## config.mk

```make
export PLATFORM = sky130hd
export DESIGN_NAME = four_bit_accumulator_cpu_step_flat
export DESIGN_NICKNAME = d
export VERILOG_FILES = /design/src/design/fbacc_pkg.sv /design/src/design/fbacc_if.sv /design/src/design/fbacc_regfile.sv /design/src/design/fbacc_exec.sv /design/src/design/four_bit_accumulator_cpu_step.sv /design/src/flat_wrapper.sv
export VERILOG_INCLUDE_DIRS = /design/src /design/src/design
export SDC_FILE = /design/constraint.sdc
export NUM_CORES = 1
export LEC_CHECK = 0
export BUFFER_PORTS_ARGS = -buffer_cell sky130_fd_sc_hd__buf_4
export CORE_MARGIN = 8
export CORE_UTILIZATION = 30
export CTS_BUF_LIST = sky130_fd_sc_hd__clkbuf_4 sky130_fd_sc_hd__clkbuf_8
export DETAILED_ROUTE_END_ITERATION = 6
export GPL_TIMING_DRIVEN = 0
export PLACE_DENSITY = 0.48
export SLEW_MARGIN = 20
export SYNTH_ARGS = -nofsm -noshare
export SYNTH_HDL_FRONTEND = slang
export SYNTH_SLANG_ARGS = --single-unit
```

## constraint.sdc

```tcl
create_clock -name clk_i -period 3.7 [get_ports clk_i]
set_clock_uncertainty 0.2 [all_clocks]
set_input_delay 0.74 -clock clk_i [delete_from_list [all_inputs] [get_ports clk_i]]
set_output_delay 0.74 -clock clk_i [all_outputs]
set_load 0.05 [all_outputs]
```

## src/design/assert_macros.svh

```systemverilog
// ----------------------------------------------------------------------------
// Assertion macros
// Concurrent assertion wrappers. They expand to nothing under SYNTHESIS.
// ----------------------------------------------------------------------------
`ifndef ASSERT_MACROS_SVH
`define ASSERT_MACROS_SVH

`ifndef SYNTHESIS

// Property that must hold at every clock edge outside reset.
`define ASSERT_HOLDS(label, clk, rst_n, prop) \
  label: assert property (@(posedge clk) disable iff (!(rst_n)) (prop)) \
    else $error("assertion failed");

// The consequent must hold in the cycle after the antecedent.
`define ASSERT_NEXT(label, clk, rst_n, ante, cons) \
  label: assert property (@(posedge clk) disable iff (!(rst_n)) (ante) |=> (cons)) \
    else $error("assertion failed");

`else

`define ASSERT_HOLDS(label, clk, rst_n, prop)
`define ASSERT_NEXT(label, clk, rst_n, ante, cons)

`endif

`endif

```

## src/design/fbacc_pkg.sv

```systemverilog
// ----------------------------------------------------------------------------
// fbacc_pkg
// Widths, opcode names and shared types of the four-bit accumulator core.
// ----------------------------------------------------------------------------
package fbacc_pkg;

  localparam int unsigned INSTR_W   = 8;
  localparam int unsigned PC_W      = 8;
  localparam int unsigned NIB_W     = 4;
  localparam int unsigned NUM_REGS  = 8;
  localparam int unsigned REG_IDX_W = $clog2(NUM_REGS);
  localparam int unsigned OP_W      = 3;

  // Bit positions inside the instruction byte and the accumulator.
  localparam int unsigned BRANCH_POS = 7;
  localparam int unsigned OP_LSB     = 4;
  localparam int unsigned IMM_SEL    = 2;  // opcode bit that picks the immediate
  localparam int unsigned STORE_POS  = 3;  // load/store direction bit
  localparam int unsigned SIGN_POS   = 3;  // accumulator bit tested by branches

  typedef enum logic [OP_W-1:0] {
    OP_ADD     = 3'd0,
    OP_NAND    = 3'd1,
    OP_XOR     = 3'd2,
    OP_ILLEGAL = 3'd3,
    OP_ADDI    = 3'd4,
    OP_NANDI   = 3'd5,
    OP_XORI    = 3'd6,
    OP_LDST    = 3'd7
  } op_e;

  // Outcome of executing one instruction against the current state.
  typedef struct packed {
    logic [PC_W-1:0]      next_pc;
    logic [NIB_W-1:0]     acc;
    logic                 reg_we;
    logic [REG_IDX_W-1:0] reg_idx;
    logic [NIB_W-1:0]     reg_data;
    logic                 taken;
    logic                 illegal;
  } exec_t;

  // One result item as it sits in the output register.
  typedef struct packed {
    logic [PC_W-1:0]  next_pc;
    logic [NIB_W-1:0] accumulator;
    logic [NIB_W-1:0] out_port;
    logic             branch_taken;
    logic             illegal;
  } result_t;

endpackage

```

## src/design/fbacc_if.sv

```systemverilog
// ----------------------------------------------------------------------------
// fbacc channel interfaces
// Valid/ready channels for instruction bytes and for result items.
// ----------------------------------------------------------------------------
interface fbacc_in_if;
  import fbacc_pkg::*;

  logic               valid;
  logic               ready;
  logic [INSTR_W-1:0] instruction;

  modport source (output valid, output instruction, input ready);
  modport sink   (input valid, input instruction, output ready);
endinterface

interface fbacc_out_if;
  import fbacc_pkg::*;

  logic             valid;
  logic             ready;
  logic [PC_W-1:0]  next_pc;
  logic [NIB_W-1:0] accumulator;
  logic [NIB_W-1:0] out_port;
  logic             branch_taken;
  logic             illegal;

  modport source (
    output valid, output next_pc, output accumulator, output out_port,
    output branch_taken, output illegal, input ready
  );
  modport sink (
    input valid, input next_pc, input accumulator, input out_port,
    input branch_taken, input illegal, output ready
  );
endinterface

```

## src/design/fbacc_regfile.sv

```systemverilog
// ----------------------------------------------------------------------------
// fbacc_regfile
// Eight 4-bit registers, one write port, one read port, register zero tapped.
// ----------------------------------------------------------------------------
module fbacc_regfile (
  input  logic                             clk_i,
  input  logic                             rst_ni,
  input  logic                             we_i,
  input  logic [fbacc_pkg::REG_IDX_W-1:0]  wr_idx_i,
  input  logic [fbacc_pkg::NIB_W-1:0]      wr_data_i,
  input  logic [fbacc_pkg::REG_IDX_W-1:0]  rd_idx_i,
  output logic [fbacc_pkg::NIB_W-1:0]      rd_data_o,
  output logic [fbacc_pkg::NIB_W-1:0]      r0_o
);
  import fbacc_pkg::*;

  logic [NIB_W-1:0] regs_q [NUM_REGS];

  always_ff @(posedge clk_i or negedge rst_ni) begin
    if (!rst_ni) begin
      for (int i = 0; i < NUM_REGS; i++) begin
        regs_q[i] <= '0;
      end
    end else if (we_i) begin
      regs_q[wr_idx_i] <= wr_data_i;
    end
  end

  assign rd_data_o = regs_q[rd_idx_i];
  assign r0_o      = regs_q[0];

endmodule

```

## src/design/fbacc_exec.sv

```systemverilog
// ----------------------------------------------------------------------------
// fbacc_exec
// Decode and execute of one instruction: branch, ALU and load/store.
// ----------------------------------------------------------------------------
module fbacc_exec (
  input  logic [fbacc_pkg::INSTR_W-1:0] instr_i,
  input  logic [fbacc_pkg::PC_W-1:0]    pc_i,
  input  logic [fbacc_pkg::NIB_W-1:0]   acc_i,
  input  logic [fbacc_pkg::NIB_W-1:0]   reg_data_i,
  output fbacc_pkg::exec_t              exec_o
);
  import fbacc_pkg::*;

  op_e              op;
  logic [NIB_W-1:0] opnd;
  logic [PC_W-1:0]  pc_inc;

  assign op     = op_e'(instr_i[OP_LSB +: OP_W]);
  assign opnd   = op[IMM_SEL] ? instr_i[NIB_W-1:0] : reg_data_i;
  assign pc_inc = pc_i + PC_W'(1);

  always_comb begin
    exec_o          = '0;
    exec_o.next_pc  = pc_inc;
    exec_o.acc      = acc_i;
    exec_o.reg_idx  = instr_i[REG_IDX_W-1:0];
    exec_o.reg_data = acc_i;

    if (instr_i[BRANCH_POS]) begin
      // Conditional branch on the accumulator sign bit; target is seven bits.
      if (acc_i[SIGN_POS]) begin
        exec_o.next_pc = {1'b0, instr_i[BRANCH_POS-1:0]};
        exec_o.taken   = 1'b1;
      end
    end else begin
      case (op)
        OP_ADD, OP_ADDI:   exec_o.acc = acc_i + opnd;
        OP_NAND, OP_NANDI: exec_o.acc = ~(acc_i & opnd);
        OP_XOR, OP_XORI:   exec_o.acc = acc_i ^ opnd;
        OP_LDST: begin
          if (instr_i[STORE_POS]) begin
            exec_o.reg_we = 1'b1;
          end else begin
            exec_o.acc = reg_data_i;
          end
        end
        default: exec_o.illegal = 1'b1;
      endcase
    end
  end

endmodule

```

## src/design/four_bit_accumulator_cpu_step.sv

```systemverilog
// ----------------------------------------------------------------------------
// four_bit_accumulator_cpu_step
// One instruction per transfer on a 4-bit accumulator machine.
//
// Each input transfer carries one 8-bit instruction, which this core executes
// against its program counter, accumulator and eight 4-bit registers, then
// hands out one result transfer with the new program counter, the
// accumulator, register zero (the output port) and the branch and illegal
// flags. An instruction is captured in an input register, executed by the
// decode/ALU logic, and its result is written to the output register in the
// same edge that updates the machine state. A new instruction can be taken
// every cycle while the output register is not stalled. Execution is
// stalled only when the output register is full and not being drained; the
// input register then holds one more instruction before ready drops. State
// comes out of reset as zero.
// ----------------------------------------------------------------------------
`include "assert_macros.svh"

module four_bit_accumulator_cpu_step (
  input  logic         clk_i,
  input  logic         rst_ni,
  fbacc_in_if.sink     in_i,
  fbacc_out_if.source  out_o
);
  import fbacc_pkg::*;

  logic               s1_valid_q;
  logic [INSTR_W-1:0] s1_instr_q;
  logic [PC_W-1:0]    pc_q;
  logic [NIB_W-1:0]   acc_q;
  logic               out_valid_q;
  result_t            res_q;
  result_t            res_d;
  exec_t              ex;
  logic               exec_fire;
  logic               in_ready;
  logic [NIB_W-1:0]   rd_data;
  logic [NIB_W-1:0]   r0;

  // The instruction in the input register executes whenever the output
  // register is empty or is handing off its result in this cycle.
  assign exec_fire = s1_valid_q && (!out_valid_q || out_o.ready);
  assign in_ready  = !s1_valid_q || exec_fire;
  assign in_i.ready = in_ready;

  always_ff @(posedge clk_i or negedge rst_ni) begin
    if (!rst_ni) begin
      s1_valid_q <= 1'b0;
    end else if (in_ready) begin
      s1_valid_q <= in_i.valid;
    end
  end

  always_ff @(posedge clk_i) begin
    if (in_ready && in_i.valid) begin
      s1_instr_q <= in_i.instruction;
    end
  end

  fbacc_regfile u_regfile (
    .clk_i     (clk_i),
    .rst_ni    (rst_ni),
    .we_i      (exec_fire && ex.reg_we),
    .wr_idx_i  (ex.reg_idx),
    .wr_data_i (ex.reg_data),
    .rd_idx_i  (s1_instr_q[REG_IDX_W-1:0]),
    .rd_data_o (rd_data),
    .r0_o      (r0)
  );

  fbacc_exec u_exec (
    .instr_i    (s1_instr_q),
    .pc_i       (pc_q),
    .acc_i      (acc_q),
    .reg_data_i (rd_data),
    .exec_o     (ex)
  );

  // Machine state advances only when an instruction actually executes.
  always_ff @(posedge clk_i or negedge rst_ni) begin
    if (!rst_ni) begin
      pc_q  <= '0;
      acc_q <= '0;
    end else if (exec_fire) begin
      pc_q  <= ex.next_pc;
      acc_q <= ex.acc;
    end
  end

  // Register zero as it stands after this instruction, including a store to it.
  always_comb begin
    res_d              = '0;
    res_d.next_pc      = ex.next_pc;
    res_d.accumulator  = ex.acc;
    res_d.out_port     = (ex.reg_we && (ex.reg_idx == '0)) ? ex.reg_data : r0;
    res_d.branch_taken = ex.taken;
    res_d.illegal      = ex.illegal;
  end

  always_ff @(posedge clk_i or negedge rst_ni) begin
    if (!rst_ni) begin
      out_valid_q <= 1'b0;
    end else if (exec_fire) begin
      out_valid_q <= 1'b1;
    end else if (out_o.ready) begin
      out_valid_q <= 1'b0;
    end
  end

  always_ff @(posedge clk_i) begin
    if (exec_fire) begin
      res_q <= res_d;
    end
  end

  assign out_o.valid        = out_valid_q;
  assign out_o.next_pc      = res_q.next_pc;
  assign out_o.accumulator  = res_q.accumulator;
  assign out_o.out_port     = res_q.out_port;
  assign out_o.branch_taken = res_q.branch_taken;
  assign out_o.illegal      = res_q.illegal;

  // A taken branch always lands in the lower half and is never flagged illegal.
  `ASSERT_HOLDS(a_branch_target, clk_i, rst_ni,
                !(out_valid_q && res_q.branch_taken) ||
                (!res_q.next_pc[BRANCH_POS] && !res_q.illegal))

  // An illegal opcode leaves the accumulator untouched.
  `ASSERT_NEXT(a_illegal_nop, clk_i, rst_ni, exec_fire && ex.illegal, acc_q == $past(acc_q))

  // While the result is stalled, nothing executes and the state holds.
  `ASSERT_NEXT(a_stall_holds, clk_i, rst_ni, out_valid_q && !out_o.ready,
               out_valid_q && $stable(pc_q) && $stable(acc_q))

  // Ready only drops while an instruction waits in the input register.
  `ASSERT_HOLDS(a_ready_low, clk_i, rst_ni, in_ready || s1_valid_q)

endmodule
```

## src/flat_wrapper.sv

```systemverilog
// flat-port wrapper written by rule: the top's interface ports become plain ports
module four_bit_accumulator_cpu_step_flat import fbacc_pkg::*;
  (clk_i, rst_ni, in_i_valid, in_i_instruction, in_i_ready, out_o_valid, out_o_next_pc, out_o_accumulator, out_o_out_port, out_o_branch_taken, out_o_illegal, out_o_ready);
  fbacc_in_if in_i_i ();
  fbacc_out_if out_o_i ();
  input  logic clk_i;
  input  logic rst_ni;
  input wire logic [$bits(in_i_i.valid)-1:0] in_i_valid;
  input wire logic [$bits(in_i_i.instruction)-1:0] in_i_instruction;
  output wire logic [$bits(in_i_i.ready)-1:0] in_i_ready;
  output wire logic [$bits(out_o_i.valid)-1:0] out_o_valid;
  output wire logic [$bits(out_o_i.next_pc)-1:0] out_o_next_pc;
  output wire logic [$bits(out_o_i.accumulator)-1:0] out_o_accumulator;
  output wire logic [$bits(out_o_i.out_port)-1:0] out_o_out_port;
  output wire logic [$bits(out_o_i.branch_taken)-1:0] out_o_branch_taken;
  output wire logic [$bits(out_o_i.illegal)-1:0] out_o_illegal;
  input wire logic [$bits(out_o_i.ready)-1:0] out_o_ready;
  assign in_i_i.valid = in_i_valid;
  assign in_i_i.instruction = in_i_instruction;
  assign in_i_ready = in_i_i.ready;
  assign out_o_valid = out_o_i.valid;
  assign out_o_next_pc = out_o_i.next_pc;
  assign out_o_accumulator = out_o_i.accumulator;
  assign out_o_out_port = out_o_i.out_port;
  assign out_o_branch_taken = out_o_i.branch_taken;
  assign out_o_illegal = out_o_i.illegal;
  assign out_o_i.ready = out_o_ready;
  four_bit_accumulator_cpu_step u_core (.clk_i(clk_i), .rst_ni(rst_ni), .in_i(in_i_i), .out_o(out_o_i));
endmodule
```

* Yosys cells after proc, flatten, opt, wreduce, memory -nomap -nowiden
Index checks and enable logic that the tools add are counted.
W data, S select, Z words.
** Cells by class
- $add $sub $neg :: 2
- Multiply operators :: 0
- Divide/modulo/power cells :: 0
- Magnitude comparators :: 2
- Equal/unequal tests :: 6
- Shifts and indexed selects :: 0
- Mux-type cells :: 19
- Bitwise operators :: 4
- Reductions and logical operators :: 16
** Operators with widths (number)
- $bwmux W32 :: 1
- $mux W4 :: 6
- $mux W8 :: 2
- $pmux W4 S4 :: 1
- $bmux W4 S3 :: 1
- $demux W4 S3 :: 1
- $eq A3 B3 Y1 const B :: 4
- $add A8 B1 Y8 const B :: 1
- $reduce_or A7 Y1 :: 1
- $logic_not A3 Y1 :: 2
- $mux W1 :: 6
- $reduce_or A2 Y1 :: 3
- $logic_and A1 B1 Y1 :: 5
- $mux W5 :: 1
- $add A4 B4 Y4 :: 1
- $and A4 B4 Y4 :: 1
- $ge A4 B4 Y1 const B :: 1
- $lt A4 B1 Y1 const B :: 1
- $not A3 Y4 :: 1
- $not A4 Y4 :: 1
- $xor A4 B4 Y4 :: 1
- $eq A3 B1 Y1 const B :: 1
- $eq A3 B2 Y1 const B :: 1
- $logic_not A1 Y1 :: 2
- 2 further kinds :: 3
** Storage, ports and cells
- Bits in registers :: 72
- Latch bits :: 0
- Bits in writable memories :: 0
- ROM bits :: 0
- Bits of input ports :: 12
- Output and inout bits :: 20
- Memories kept :: 0

* Logic depth before layout (Yosys ltp)
- Depth after elaboration :: 11
- Depth in mapped cells :: 13
- Depth with buffers taken out :: 11

* Hierarchy
A second synthesis with hierarchy kept.
** Unflattened totals
- Cell total of the unflattened synthesis :: 250
- Area, all modules :: 3612.2 µm²
** Modules (own cells, without submodules)
- fbacc_regfile :: times used 1, cells each 90, area an instance 1555.2 µm², sequential area each 800.8 µm²
- four_bit_accumulator_cpu_step :: times used 1, cells each 66, area an instance 1397.6 µm², sequential area each 1131.1 µm²
- fbacc_exec :: times used 1, cells each 94, area an instance 659.4 µm², sequential area each 0.0 µm²

* Worst setup path after synthesis
No wires, ideal clock.
- Path type :: flip-flop to flip-flop
- Start point :: register u_core.s1_instr_q[0]
- End point :: register u_core.res_q (netlist bit u_core.out_o.accumulator[3]), data pin
- Arrival time :: 2518 ps
- Data required time :: 3224 ps
- Setup slack :: 706 ps
- Cell stages (with the launch flop) :: 10
- Cell sequence :: edfxtp_1 > buf_2 > mux4_2 > mux2_2 > mux2_2 > ha_1 > a21oi_1 > a2111oi_0 > nor3_1 > o221ai_1
** RTL lines
- start, declared :: line four_bit_accumulator_cpu_step.sv:28 : logic [INSTR_W-1:0] s1_instr_q;
- start signal, assigned :: line four_bit_accumulator_cpu_step.sv:56 : s1_instr_q <= in_i.instruction;
- end signal, assigned :: line four_bit_accumulator_cpu_step.sv:112 : res_q <= res_d;
- end, declared :: line four_bit_accumulator_cpu_step.sv:32 : result_t res_q;

==> run_results.csv <==
group,metric,value,unit
pwr,p_clk_frac,0.283,
worst_setup_path,critPathKind,"reg -> reg",
global_route,antenna_found_initial,0,
floorplan,start_util,0.303,
cts,clk_pin_slew,0.08,ns
timing,hold-worst-slack,0.177,ns
cts,cts.sinks,72,
timing,fin_crit_sh,0.949,
yosys,synth.area.top_cells,"dfrtp_1, edfxtp_1, mux2_2",
worst_setup_path,end_kind,"register",
floorplan,die_w,125,um
yosys,synth_cell_types,43,
route,drtIter0Drc,103,
yosys,ys_seq_elements,72,
run,max_cap_viol_count,0,
timing,max_slew_margin,0.581,
cts,root_buffer,"clkbuf_8",
cells_and_area,antenna-diode-count,0,
worst_setup_path,arrival,3.48,ns
timing,final_hold_viol_count,0,
global_route,grt_pass1_vias,2485,
pwr,p_per_area,539,mW/mm2
timing,drv_slew,0,
floorplan,die_area,0.0157,mm2
pwr,power,2270,uW
timing,tightest_slew,0.628,ns
status,outcome,"completed",
yosys,synth_top_area_frac,0.321,
worst_setup_path,worstPathMaxFanout,10,
yosys,synth_nets,315,
timing,tns,0,ns
timing,setup_viol,0,
cells_and_area,drive_above_1_share,0.331,
yosys,ys_async_sr_fraction,0.639,
cts,cts_tree,"yes",
global_route,grt_pass1_wl,13.4,mm
cts,cts_hold_buf,0,
route,drc,0,
yosys,syn_inst,297,
timing,finalCriticalPeriod,3.51,ns
timing,rsz0062_at_grt,"false",
yosys,synth_commonest_cells,"dfrtp_1, mux2_2, nand2_1",
yosys,yosysTopAreaCell,"dfrtp_1",
floorplan,io-pin-count,32,
cts,cts_max_level,3,
worst_setup_path,rrSetupSlack,0.19,ns
pwr,internal-power,1500,uW
pwr,switchingPower,769,uW
route,ant_nets,0,
yosys,yosys_most_used_dff,"dfrtp_1",
global_route,grt_max_degree,47,
placed_design,gp_congestion,0.801,
route,dr.pass1.iters,4,
route,wl,8.26,mm
cts,cts_buffer_depth,2,
cells_and_area,nNetsFinal,357,
pwr,leakagePower,0.00180,uW
floorplan,die_h,125,um
placed_design,dp_hpwl,6.00,mm
route,wl_per_cell,16.8,um
cts,cts_buffers,9,
route,via_per_inst,4.94,
yosys,syn-cell-area,0.00359,mm2
yosys,yosysSeqAreaShare,0.538,
pwr,combPwrFrac,0.255,
global_route,grtUsageTotal,0.109,
global_route,overflow,0,
worst_setup_path,critPathLaunchType,"register",
yosys,yosysWarnings,0,
cts,cts_resized,0,
timing,fmax,285,MHz
yosys,yosysMostFrequentCell,"dfrtp_1",
yosys,synth_edf_count,26,
worst_setup_path,cp_data_required_time,3.67,ns
placed_design,port_buffers,31,
cells_and_area,utilization,0.355,
route,vias,2426,
pwr,p_seq_frac,0.461,
floorplan,row_count,40,
cells_and_area,syn_to_final_growth,17.3,%
pwr,ir_worst_vdd,152,uV
min_path,hold_class,"in -> async",
cts,clkLatencyLatePin,0.35,ns
yosys,syn_area_per_cell,12.1,um2
floorplan,coreArea,0.0119,mm2
pwr,sw_frac_of_total,0.339,
cts,post_cts_buffers,0,
-- kinds of logic (layout without fill, tap and decap cells) --
family / count (synthesis) / count (layout) / synth area share
XOR/XNOR: 6 / 6 / 0.0146
buffers and inverters: 21 / 68 / 0.0258
adder cells (fa/ha/maj): 6 / 6 / 0.0230
AND/OR/NAND/NOR: 97 / 97 / 0.150
flip-flops: 72 / 72 / 0.538
multiplexers: 56 / 56 / 0.185
AO/OA/AOI/OAI: 39 / 39 / 0.0631
-- critical path, stage by stage (launching register included) --
cell	delay [ns]
edfxtp_1	0.37
buf_2	0.28
buf_4	0.25
o21ai_0	0.11
a211oi_1	0.52
mux2i_1	0.20
ha_1	0.27
fa_1	0.49
mux2i_1	0.06
o21ai_0	0.27
a21oi_1	0.06
o21ai_0	0.23
-- per-layer routing --
metal | GRT usage | wire length [um] | up-vias
met5 | 0 | 0 | -
met4 | 0.0451 | 146 | 0
met3 | 0.0353 | 445 | 16
met2 | 0.170 | 3870 | 59
met1 | 0.138 | 3800 | 1197
li1 | - | - | 1154
-- final timing paths --
| kind | startpoint | end | cells after the start |
|---|---|---|---|
| min | rst_ni | u_core.acc_q[0]$_DFFE_PN0P_ | 1 |
| max in group asynchronous | rst_ni | u_core.u_regfile.regs_q[13]$_DFFE_PN0P_ | 1 |
| min in group clk_i | u_core.s1_valid_q$_DFFE_PN0N_ | u_core.out_o.valid$_DFFE_PN0P_ | 1 |
| min reg2reg | u_core.s1_valid_q$_DFFE_PN0N_ | u_core.out_o.valid$_DFFE_PN0P_ | 1 |
| max reg2reg | u_core.s1_instr_q[0]$_DFFE_PP_ | u_core.out_o.accumulator[1]$_DFFE_PP_ | 11 |
| max | u_core.s1_instr_q[0]$_DFFE_PP_ | u_core.out_o.accumulator[1]$_DFFE_PP_ | 11 |
-- cells in the final DEF (no fill, tap or decap), types with 6 or more instances in the layout --
cell type,netlist,routed
nand3b_1,8,8
nand3_1,8,8
buf_4,2,33
mux2_2,44,44
o21ai_0,15,15
nand2_1,33,33
buf_2,5,6
dfrtp_1,46,46
clkbuf_1,8,8
clkbuf_8,0,10
a21oi_1,13,13
edfxtp_1,26,26
nor2_1,17,17
mux2i_1,8,8
-- power by group through the flow --
stage / combinational (uW) / sequential, uW / clock (uW)
6_report: 580 / 1050 / 643
5_1_grt: 643 / 1060 / 698
4_1_cts: 587 / 1050 / 665
3_5_place_dp: 585 / 1060 / 0
3_3_place_gp: 582 / 1060 / 0
2_1_floorplan: 304 / 1160 / 0
-- flip-flops by register name, summed over array words and instances, names as in the netlist --
signal	cells
u_core.u_regfile.regs_q	28
u_core.out_o.next_pc	8
u_core.s1_valid_q	1
u_core.out_o.branch_taken	1
u_core.out_o.illegal	1
u_core.acc_q	4
u_core.out_o.out_port	4
u_core.u_regfile.r0_o	4
u_core.s1_instr_q	8
u_core.out_o.valid	1
u_core.out_o.accumulator	4
u_core.pc_q	8
-- through the flow --
step / setup slack [ns] / area [um2] / cells
after floorplan: 0.706 / 3590 / 297
after global placement: 0.244 / 4010 / 475
after detailed placement: 0.226 / 4010 / 475
after CTS: 0.204 / 4210 / 491
after global routing: 0.00141 / 4210 / 491
final: 0.189 / 4210 / 491
-- layout make-up --
type	count	area [um2]
Inverter	5	18.8
Tap cell	147	184
Clock inverter	6	65.1
Clock buffer	10	138
Timing Repair Buffer	31	233
Buffer	16	75.1
Multi-Input combinational cell	204	1570
Sequential cell	72	1930
Fill cell	1183	7650
No activity file was read; power rests on OpenSTA's default activity.
